## src/hw/rtl/urs_pkg.sv

```systemverilog
// Shared types and constants for the ultrasonic ranging sequencer.
// Request and report payload structs, opcodes, register indexes and the
// controller/datapath command and status bundles. No dependencies.
`default_nettype none

package urs_pkg;

	localparam int CHAN_W        = 3;
	localparam int DIST_W        = 16;
	localparam int STAMP_W       = 32;
	localparam int TPM_W         = 16;
	localparam int HSS_W         = 10;
	localparam int PROD_W        = STAMP_W + HSS_W;
	localparam int CHANNEL_SLOTS = 8;
	localparam int CFG_IDX_W     = 2;
	localparam int CFG_DATA_W    = 16;

	// Channel step: (channel + 2) mod 5
	localparam logic [CHAN_W:0] CHAN_STEP = 4'd2;
	localparam logic [CHAN_W:0] CHAN_MOD  = 4'd5;

	localparam logic [DIST_W-1:0] DIST_CEIL  = 16'hFFFF;
	localparam logic [TPM_W-1:0]  TPM_RESET  = 16'd1000;
	localparam logic [HSS_W-1:0]  HSS_RESET  = 10'd170;
	localparam logic [CHAN_W:0]   SLOTS_VAL  = 4'(CHANNEL_SLOTS);

	// Opcodes
	localparam logic [1:0] OP_SCAN = 2'd0;
	localparam logic [1:0] OP_ECHO = 2'd1;
	localparam logic [1:0] OP_TICK = 2'd2;

	// Register indexes
	localparam logic [CFG_IDX_W-1:0] CFG_TICKS_PER_MS     = 2'd0;
	localparam logic [CFG_IDX_W-1:0] CFG_HALF_SOUND_SPEED = 2'd1;

	typedef struct packed {
		logic [1:0]         opcode;
		logic               echo_level;
		logic [STAMP_W-1:0] edge_time;
	} urs_req_t;

	typedef struct packed {
		logic              report_valid;
		logic [CHAN_W-1:0] report_channel;
		logic [DIST_W-1:0] report_distance;
		logic [CHAN_W-1:0] mux_channel;
		logic              trigger_level;
	} urs_rpt_t;

	// Controller to datapath commands
	typedef struct packed {
		logic load;      // latch the accepted request
		logic exec;      // update state for the opcode
		logic chk;       // saturation check, divider set-up
		logic div_step;  // one restoring division step
		logic publish;   // compare with stored value, toggle lsb, store
		logic ld_out;    // load the report register
	} urs_cmd_t;

	// Datapath to controller status
	typedef struct packed {
		logic [1:0] opcode;
		logic       echo_level;
		logic       pending;
		logic       sat;
	} urs_sts_t;

	function automatic logic [CHAN_W-1:0] next_chan(input logic [CHAN_W-1:0] c);
		logic [CHAN_W:0] s;
		s = {1'b0, c} + CHAN_STEP;
		if (s >= CHAN_MOD) begin
			s = s - CHAN_MOD;
		end
		return s[CHAN_W-1:0];
	endfunction

endpackage

`default_nettype wire

```

## src/hw/rtl/urs_ctrl.sv

```systemverilog
// Controller state machine for the ultrasonic ranging sequencer.
// Sequences request intake, execution, division, publish and report
// hand-off. Depends on urs_pkg.
`default_nettype none

module urs_ctrl (
	input  wire logic              clk,
	input  wire logic              arst_n,
	input  wire logic              cmd_valid,
	output logic                   cmd_stall,
	output logic                   res_valid,
	input  wire logic              res_stall,
	input  wire urs_pkg::urs_sts_t sts,
	output urs_pkg::urs_cmd_t      ctl
);

	localparam logic [2:0] ST_IDLE = 3'd0;
	localparam logic [2:0] ST_EXEC = 3'd1;
	localparam logic [2:0] ST_CHK  = 3'd2;
	localparam logic [2:0] ST_DIV  = 3'd3;
	localparam logic [2:0] ST_PUB  = 3'd4;
	localparam logic [2:0] ST_OUT  = 3'd5;

	logic [2:0] state_q, state_d;
	logic [3:0] cnt_q;
	logic       res_valid_q;
	logic       out_free;

	assign out_free  = !res_valid_q || !res_stall;
	assign cmd_stall = (state_q != ST_IDLE);
	assign res_valid = res_valid_q;

	// Next state and commands
	always_comb begin
		state_d = state_q;
		ctl     = '0;
		unique case (state_q)
			ST_IDLE: begin
				if (cmd_valid) begin
					ctl.load = 1'b1;
					state_d  = ST_EXEC;
				end
			end
			ST_EXEC: begin
				ctl.exec = 1'b1;
				priority if (sts.opcode == urs_pkg::OP_SCAN && sts.pending) begin
					state_d = ST_PUB;
				end else if (sts.opcode == urs_pkg::OP_ECHO && !sts.echo_level) begin
					state_d = ST_CHK;
				end else begin
					state_d = ST_OUT;
				end
			end
			ST_CHK: begin
				ctl.chk = 1'b1;
				state_d = sts.sat ? ST_PUB : ST_DIV;
			end
			ST_DIV: begin
				ctl.div_step = 1'b1;
				if (cnt_q == 4'hF) begin
					state_d = ST_PUB;
				end
			end
			ST_PUB: begin
				ctl.publish = 1'b1;
				state_d     = ST_OUT;
			end
			ST_OUT: begin
				if (out_free) begin
					ctl.ld_out = 1'b1;
					state_d    = ST_IDLE;
				end
			end
			default: begin
				state_d = ST_IDLE;
			end
		endcase
	end

	// State, division step count, report valid
	always_ff @(posedge clk or negedge arst_n) begin
		if (!arst_n) begin
			state_q     <= ST_IDLE;
			cnt_q       <= '0;
			res_valid_q <= 1'b0;
		end else begin
			state_q <= state_d;
			if (ctl.chk) begin
				cnt_q <= '0;
			end else if (ctl.div_step) begin
				cnt_q <= cnt_q + 4'd1;
			end
			if (ctl.ld_out) begin
				res_valid_q <= 1'b1;
			end else if (!res_stall) begin
				res_valid_q <= 1'b0;
			end
		end
	end

endmodule

`default_nettype wire

```

## src/hw/rtl/urs_dp.sv

```systemverilog
// Datapath for the ultrasonic ranging sequencer: channel and echo state,
// configuration registers, multiplier, serial divider, stored distances and
// the report register. Depends on urs_pkg.
`default_nettype none

module urs_dp (
	input  wire logic                               clk,
	input  wire logic                               arst_n,
	input  wire urs_pkg::urs_req_t                  cmd,
	input  wire logic                               cfg_we,
	input  wire logic [urs_pkg::CFG_IDX_W-1:0]      cfg_index,
	input  wire logic [urs_pkg::CFG_DATA_W-1:0]     cfg_data,
	input  wire urs_pkg::urs_cmd_t                  ctl,
	output urs_pkg::urs_sts_t                       sts,
	output urs_pkg::urs_rpt_t                       res
);

	// Architectural state
	logic [urs_pkg::TPM_W-1:0]   tpm_q;
	logic [urs_pkg::HSS_W-1:0]   hss_q;
	logic [urs_pkg::CHAN_W-1:0]  active_q;
	logic                        pending_q;
	logic                        trigger_q;
	logic [urs_pkg::STAMP_W-1:0] last_stamp_q;
	logic [urs_pkg::DIST_W-1:0]  stored_q [urs_pkg::CHANNEL_SLOTS];

	// Working registers
	urs_pkg::urs_req_t           item_q;
	logic [urs_pkg::PROD_W-1:0]  prod_q;
	logic [urs_pkg::DIST_W-1:0]  rem_q;
	logic [urs_pkg::DIST_W-1:0]  lo_q;
	logic                        rep_valid_q;
	logic [urs_pkg::CHAN_W-1:0]  rep_chan_q;
	logic [urs_pkg::DIST_W-1:0]  rep_dist_q;
	urs_pkg::urs_rpt_t           out_q;

	logic [urs_pkg::STAMP_W-1:0] interval;
	logic [urs_pkg::DIST_W:0]    trial;
	logic                        trial_ge;
	logic                        slot_ok;
	logic [urs_pkg::DIST_W-1:0]  pub_dist;

	assign interval = item_q.edge_time - last_stamp_q;

	// Product above the 16-bit quotient range (or zero divisor) saturates
	assign sts.sat = prod_q[urs_pkg::PROD_W-1:urs_pkg::DIST_W] >=
		{{(urs_pkg::PROD_W-urs_pkg::DIST_W-urs_pkg::TPM_W){1'b0}}, tpm_q};
	assign sts.opcode     = item_q.opcode;
	assign sts.echo_level = item_q.echo_level;
	assign sts.pending    = pending_q;

	// Restoring division step: bring down one dividend bit
	assign trial    = {rem_q, lo_q[urs_pkg::DIST_W-1]};
	assign trial_ge = trial >= {1'b0, tpm_q};

	// Equal reports get the lsb flipped
	assign slot_ok  = {1'b0, rep_chan_q} < urs_pkg::SLOTS_VAL;
	assign pub_dist = (rep_dist_q == stored_q[rep_chan_q]) ? (rep_dist_q ^ 16'h0001)
		: rep_dist_q;

	assign res = out_q;

	// Control and architectural state
	always_ff @(posedge clk or negedge arst_n) begin
		if (!arst_n) begin
			tpm_q        <= urs_pkg::TPM_RESET;
			hss_q        <= urs_pkg::HSS_RESET;
			active_q     <= '0;
			pending_q    <= 1'b0;
			trigger_q    <= 1'b0;
			last_stamp_q <= '0;
			for (int i = 0; i < urs_pkg::CHANNEL_SLOTS; i++) begin
				stored_q[i] <= urs_pkg::DIST_CEIL;
			end
		end else begin
			if (cfg_we && cfg_index == urs_pkg::CFG_TICKS_PER_MS) begin
				tpm_q <= cfg_data[urs_pkg::TPM_W-1:0];
			end
			if (cfg_we && cfg_index == urs_pkg::CFG_HALF_SOUND_SPEED) begin
				hss_q <= cfg_data[urs_pkg::HSS_W-1:0];
			end
			if (ctl.exec) begin
				unique case (item_q.opcode)
					urs_pkg::OP_SCAN: begin
						pending_q <= 1'b1;
						active_q  <= urs_pkg::next_chan(active_q);
						trigger_q <= 1'b1;
					end
					urs_pkg::OP_ECHO: begin
						last_stamp_q <= item_q.edge_time;
						pending_q    <= item_q.echo_level;
					end
					urs_pkg::OP_TICK: begin
						trigger_q <= 1'b0;
					end
					default: begin
					end
				endcase
			end
			if (ctl.publish && slot_ok) begin
				stored_q[rep_chan_q] <= pub_dist;
			end
		end
	end

	// Payload registers
	always_ff @(posedge clk) begin
		if (ctl.load) begin
			item_q <= cmd;
		end
		if (ctl.exec) begin
			prod_q <= {{urs_pkg::HSS_W{1'b0}}, interval} *
				{{urs_pkg::STAMP_W{1'b0}}, hss_q};
			if (item_q.opcode == urs_pkg::OP_SCAN) begin
				rep_valid_q <= pending_q;
				rep_chan_q  <= pending_q ? active_q : '0;
				rep_dist_q  <= pending_q ? urs_pkg::DIST_CEIL : '0;
			end else if (item_q.opcode == urs_pkg::OP_ECHO && !item_q.echo_level) begin
				rep_valid_q <= 1'b1;
				rep_chan_q  <= active_q;
				rep_dist_q  <= '0;
			end else begin
				rep_valid_q <= 1'b0;
				rep_chan_q  <= '0;
				rep_dist_q  <= '0;
			end
		end
		if (ctl.chk) begin
			rem_q      <= prod_q[urs_pkg::DIST_W +: urs_pkg::DIST_W];
			lo_q       <= prod_q[urs_pkg::DIST_W-1:0];
			rep_dist_q <= urs_pkg::DIST_CEIL;
		end
		if (ctl.div_step) begin
			rem_q      <= trial_ge ? 16'(trial - {1'b0, tpm_q}) : trial[urs_pkg::DIST_W-1:0];
			lo_q       <= {lo_q[urs_pkg::DIST_W-2:0], 1'b0};
			rep_dist_q <= {rep_dist_q[urs_pkg::DIST_W-2:0], trial_ge};
		end
		if (ctl.publish && slot_ok) begin
			rep_dist_q <= pub_dist;
		end
		if (ctl.ld_out) begin
			out_q.report_valid    <= rep_valid_q;
			out_q.report_channel  <= rep_chan_q;
			out_q.report_distance <= rep_dist_q;
			out_q.mux_channel     <= active_q;
			out_q.trigger_level   <= trigger_q;
		end
	end

endmodule

`default_nettype wire

```

## src/hw/rtl/ultrasonic_ranging_sequencer.sv

```systemverilog
// Ultrasonic ranging sequencer top level: controller plus datapath.
// Depends on urs_pkg, urs_ctrl and urs_dp.
//
// Use: requests (cmd) carry an opcode: scan start, echo edge with level and
// timer stamp, or millisecond tick. Each request yields exactly one report
// (res) holding any distance/timeout report plus mux channel and trigger.
// A request is taken when cmd_valid is high and cmd_stall low; a report is
// taken when res_valid is high and res_stall low.
// A falling echo edge passes multiply, saturation check, 16 restoring
// division steps on the ticks_per_ms divisor, publish and output load; a
// saturated distance or zero divisor skips the division steps, a scan start
// with a timeout goes from execute straight to publish, and other requests
// go from execute to output load. One request is in work at a time: the
// next is not taken until the report register is loaded.
// The report register holds a finished report while the next request is
// accepted; a stalled receiver holds the report and the work finishes in
// its last stage until the register frees.
// Reset clears the channel, echo and trigger state, restores the register
// defaults (1000 ticks/ms, 170 m/s) and sets every stored distance to
// 65535. Configuration writes (cfg) are always ready; write only when idle.
`default_nettype none

module ultrasonic_ranging_sequencer (
	input  wire logic                           clk,
	input  wire logic                           arst_n,
	input  wire logic                           cmd_valid,
	output logic                                cmd_stall,
	input  wire urs_pkg::urs_req_t              cmd,
	output logic                                res_valid,
	input  wire logic                           res_stall,
	output urs_pkg::urs_rpt_t                   res,
	input  wire logic                           cfg_valid,
	output logic                                cfg_ready,
	input  wire logic [urs_pkg::CFG_IDX_W-1:0]  cfg_index,
	input  wire logic [urs_pkg::CFG_DATA_W-1:0] cfg_data
);

	urs_pkg::urs_cmd_t ctl;
	urs_pkg::urs_sts_t sts;

	assign cfg_ready = 1'b1;

	// Sequencing
	urs_ctrl u_ctrl (
		.clk       (clk),
		.arst_n    (arst_n),
		.cmd_valid (cmd_valid),
		.cmd_stall (cmd_stall),
		.res_valid (res_valid),
		.res_stall (res_stall),
		.sts       (sts),
		.ctl       (ctl)
	);

	// Arithmetic and state
	urs_dp u_dp (
		.clk       (clk),
		.arst_n    (arst_n),
		.cmd       (cmd),
		.cfg_we    (cfg_valid && cfg_ready),
		.cfg_index (cfg_index),
		.cfg_data  (cfg_data),
		.ctl       (ctl),
		.sts       (sts),
		.res       (res)
	);

endmodule

`default_nettype wire

```

## config.mk

```make
export PLATFORM = sky130hd
export DESIGN_NAME = ultrasonic_ranging_sequencer
export DESIGN_NICKNAME = d
export VERILOG_FILES = /design/src/hw/rtl/urs_pkg.sv /design/src/hw/rtl/urs_ctrl.sv /design/src/hw/rtl/urs_dp.sv /design/src/hw/rtl/ultrasonic_ranging_sequencer.sv
export SDC_FILE = /design/constraint.sdc
export NUM_CORES = 1
export LEC_CHECK = 0
export ABC_CLOCK_PERIOD_IN_PS = 8850
export BUFFER_PORTS_ARGS = -buffer_cell sky130_fd_sc_hd__buf_2
export CORE_MARGIN = 4
export CORE_UTILIZATION = 30
export DETAILED_ROUTE_END_ITERATION = 12
export PLACE_DENSITY_LB_ADDON = 0.08
export SLEW_MARGIN = 20
export SYNTH_ARGS = -nofsm -noshare
export SYNTH_HDL_FRONTEND = slang
export SYNTH_SLANG_ARGS = --single-unit
```

## constraint.sdc

```tcl
create_clock -name clk -period 8.85 [get_ports clk]
set_clock_uncertainty 0.05 [all_clocks]
set_input_delay 1.77 -clock clk [delete_from_list [all_inputs] [get_ports clk]]
set_output_delay 1.77 -clock clk [all_outputs]
set_load 0.01 [all_outputs]
```

==> impl_results.md <==
- Status: complete, no violations
- Die width: 311.5 µm
- Grt total ovfl: 0
- Core Box Area: roughly 0.092 mm²
- Cell count after synthesis: 2609
- Final worst setup slack: 374.3 ps
- Reg clk slew, reported paths: approximately 60 ps
- Final Cycle Share: 95.77%
- Synthesized area per cell: 10.59 µm²
- Worst-skew pair later-pin latency: 600 ps
- Post-Place Setup Slack: 276.3 ps
- Worst setup SP type: register
- Final setup fails: 0
- R2r startpoint: u_dp.last_stamp_q[0]$_DFFE_PN0P_
- Hold Path Class: register to register
- DR vias: 19.18k
- Routed wire length: between 70000 and 80000 µm
- DRT iter0 DRCs: about 1.1k
- Initial core utilization: 30.19%
- Clock Path Buffers: 3
- Avg WL per Cell: about 19 µm
- Arrival time at the worst endpoint: slightly below 9000 ps
- Total GRT Usage: 15.59%
- Max-cap violations: 0
- Die H: 311.5 µm
- Placed cells: ~3.8k
- Most used flip-flop cell after synthesis: edfxtp_1
- Crit path required time: approximately 9100 ps
- Cell Rows: about 110
- Placer's final routability congestion estimate: a little over 0.8
- EDFF count, synth: 152
- Fill count: 9170
- Share of cells above drive strength 1: between 20% and 30%
- Multi-input gate area: 0.01652 mm²
- Number of global-route vias before repair: 20.63k
- Inserted Clock Buffers: 43
- Seq/Total Area, Yosys: 35.24%
- Clk root buf: clkbuf_16
- Seq cells post-synth: 352
- Hold_buf cts: 0
- First-pass GRT wire length: 119500 µm
- Nets: 3113
- DRT Pass-1 Iters: 5
- Storage cell area: just under 0.01 mm²
- Max incr delay on CP: 540 ps
- Ys Warns: 0
- DRC violations left: 0
- Largest net degree at the start of global routing: 86
- Post-synthesis async set-or-reset flop share: 56.53%
- Vias per cell: 4.929
- Slew margin rel.: 25.95%
- DRT antenna net count: 0
- Hold_ws: slightly below 400 ps
- Synth unique cells: 78
- Synthesized cell area: 0.02763 mm²
- Post-DP HPWL: about 54000 µm
- CTS tree: built
- Post-layout minimum cycle time: 8476 ps
- Critical Path Start: u_dp.last_stamp_q[0]$_DFFE_PN0P_
- CTS sink cnt: 352
- Max frequency: roughly 0.12 GHz
- Initial antenna violation count: 2
- Worst Setup End Kind: register
- Final Max Slew Viols: 0
- Max H-tree Level: 2
- Crit path max fanout: 8
- Crit Path Category: register to register
- Final Non-Filler Cells: between 3k and 4k
- Final Hold Fails: 0
- P&R area growth vs syn: 12.39%
- Syn nets: 3052
- Slew @ Worst Pin: around 1100 ps
- IO Count: 85
- Port-buffer cells: 83
- Hold Crit Start: u_dp.rep_valid_q$_DFFE_PP_
- Die ar.: 0.09702 mm²
- CP most frequent cell: fa_1
- Slowest-stage cell, CP: fa_1
## repair_timing
action                                  in CTS  in global routing
gates resized for setup                      0                 14
buffers inserted                             0                  6
endpoints found under the hold margin        0                  0
endpoints found under the setup margin       0                  4
## kinds of logic after synthesis
| family | synth area share, % |
|---|---|
| buffers and inverters | 5.475 |
| adders and majority gates | 23.98 |
| other | 0.01357 |
| and+or+nand+nor | 14.17 |
| AOI/OAI and AO/OA | 10.66 |
| xor gates and xnor gates | 2.848 |
| DFF | 35.24 |
| muxes | 7.612 |
## placed cells by master (no fill, tap or decap), drive strengths merged, types with 52 or more instances in the layout
master / n
mux2: 161
buf: 144
edfxtp: 152
nor2b: 68
clkbuf: 63
inv: 265
fa: 241
xnor2: 63
nor2: 72
and2: 149
dfstp: 138
o21ai: 97
a21o: 57
a22oi: 52
nand2: 268
a21oi: 82
dfrtp: 61
ha: 144
## layer usage
| layer | track usage [%] | vias to the layer above | part of all wire [%] |
|---|---|---|---|
| li1 | - | 9056 | - |
| met1 | 20.61 | 9654 | 45 |
| met2 | 26.57 | 361 | 48 |
| met3 | 2.201 | 111 | 3.8 |
| met4 | 4.728 | 2 | 2.8 |
| met5 | 0 | - | 0.017 |
## path summary, 6_finish.rpt
check,endpoint,slack [ps],cells past startpoint
max reg2reg,u_dp.prod_q[40]$_DFFE_PP_,370,31
min,u_dp.res[23]$_DFFE_PP_,390,0
max,u_dp.prod_q[40]$_DFFE_PP_,370,31
max in group asynchronous,u_dp.tpm_q[9]$_DFFE_PN1P_,6340,3
min reg2reg,u_dp.res[23]$_DFFE_PP_,390,0
min in group asynchronous,u_dp.trigger_q$_DFFE_PN0P_,1250,1
## Yosys cell counts (35+ instances only)
library cell | n | area share (%)
edfxtp_1 | 152 | 17
nand3_1 | 42 | 0.76
nand4_1 | 35 | 0.79
ha_1 | 144 | 6.5
dfrtp_1 | 61 | 5.5
xnor2_1 | 63 | 2.0
a22oi_1 | 52 | 1.4
nor2_1 | 72 | 0.98
o21ai_0 | 95 | 1.7
nand2_1 | 267 | 3.6
clkbuf_1 | 99 | 1.3
nor2b_1 | 68 | 1.5
fa_1 | 241 | 17
a21o_1 | 57 | 1.5
a21oi_1 | 81 | 1.5
dfstp_2 | 138 | 13
mux2_2 | 161 | 6.6
and2_1 | 149 | 3.4
inv_1 | 263 | 3.6
## registers in the layout (all words and copies together) (netlist names), 4 cells and up
name and flops:
u_dp.last_stamp_q 32, u_ctrl.cnt_q 4, u_dp.tpm_q 16, u_dp.stored_q 128, u_dp.rem_q 16, u_dp.lo_q 16, u_dp.item_q 32, u_dp.res 24
u_dp.prod_q 42, u_dp.hss_q 10, u_dp.rep_dist_q 16
## cell type report
cell class / count / area share [%]
multi-input combinational: 1863 / 53.19
sequential: 352 / 31.36
tap: 1186 / 4.778
clock buffer: 62 / 3.952
inverter: 265 / 3.203
timing repair buffer: 145 / 2.941
clock inverter: 18 / 0.5600
antenna: 1 / 0.008058
## stage by stage
stage	utilization [%]	area [µm²]	setup TNS, ps
after CTS	33.76	30900	0
after global placement	32.22	29490	0
final	33.93	31050	0
after global routing	33.93	31050	-14.53
after floorplan	-	27630	0
after detailed placement	32.23	29500	0
## worst max-delay path, delay by kind of cell, from the launching register on
| kind | cells | cell delay [ps] |
|---|---|---|
| DFF | 1 | 380 |
| AOI/OAI and AO/OA | 14 | 3490 |
| adders and majority gates | 8 | 3410 |
| and+or+nand+nor | 4 | 450 |
| buffers and inverters | 5 | 460 |
Power is left out: the tool's default activity adds up to more than one toggle a clock period on the data nets, which glitch-free logic cannot reach.
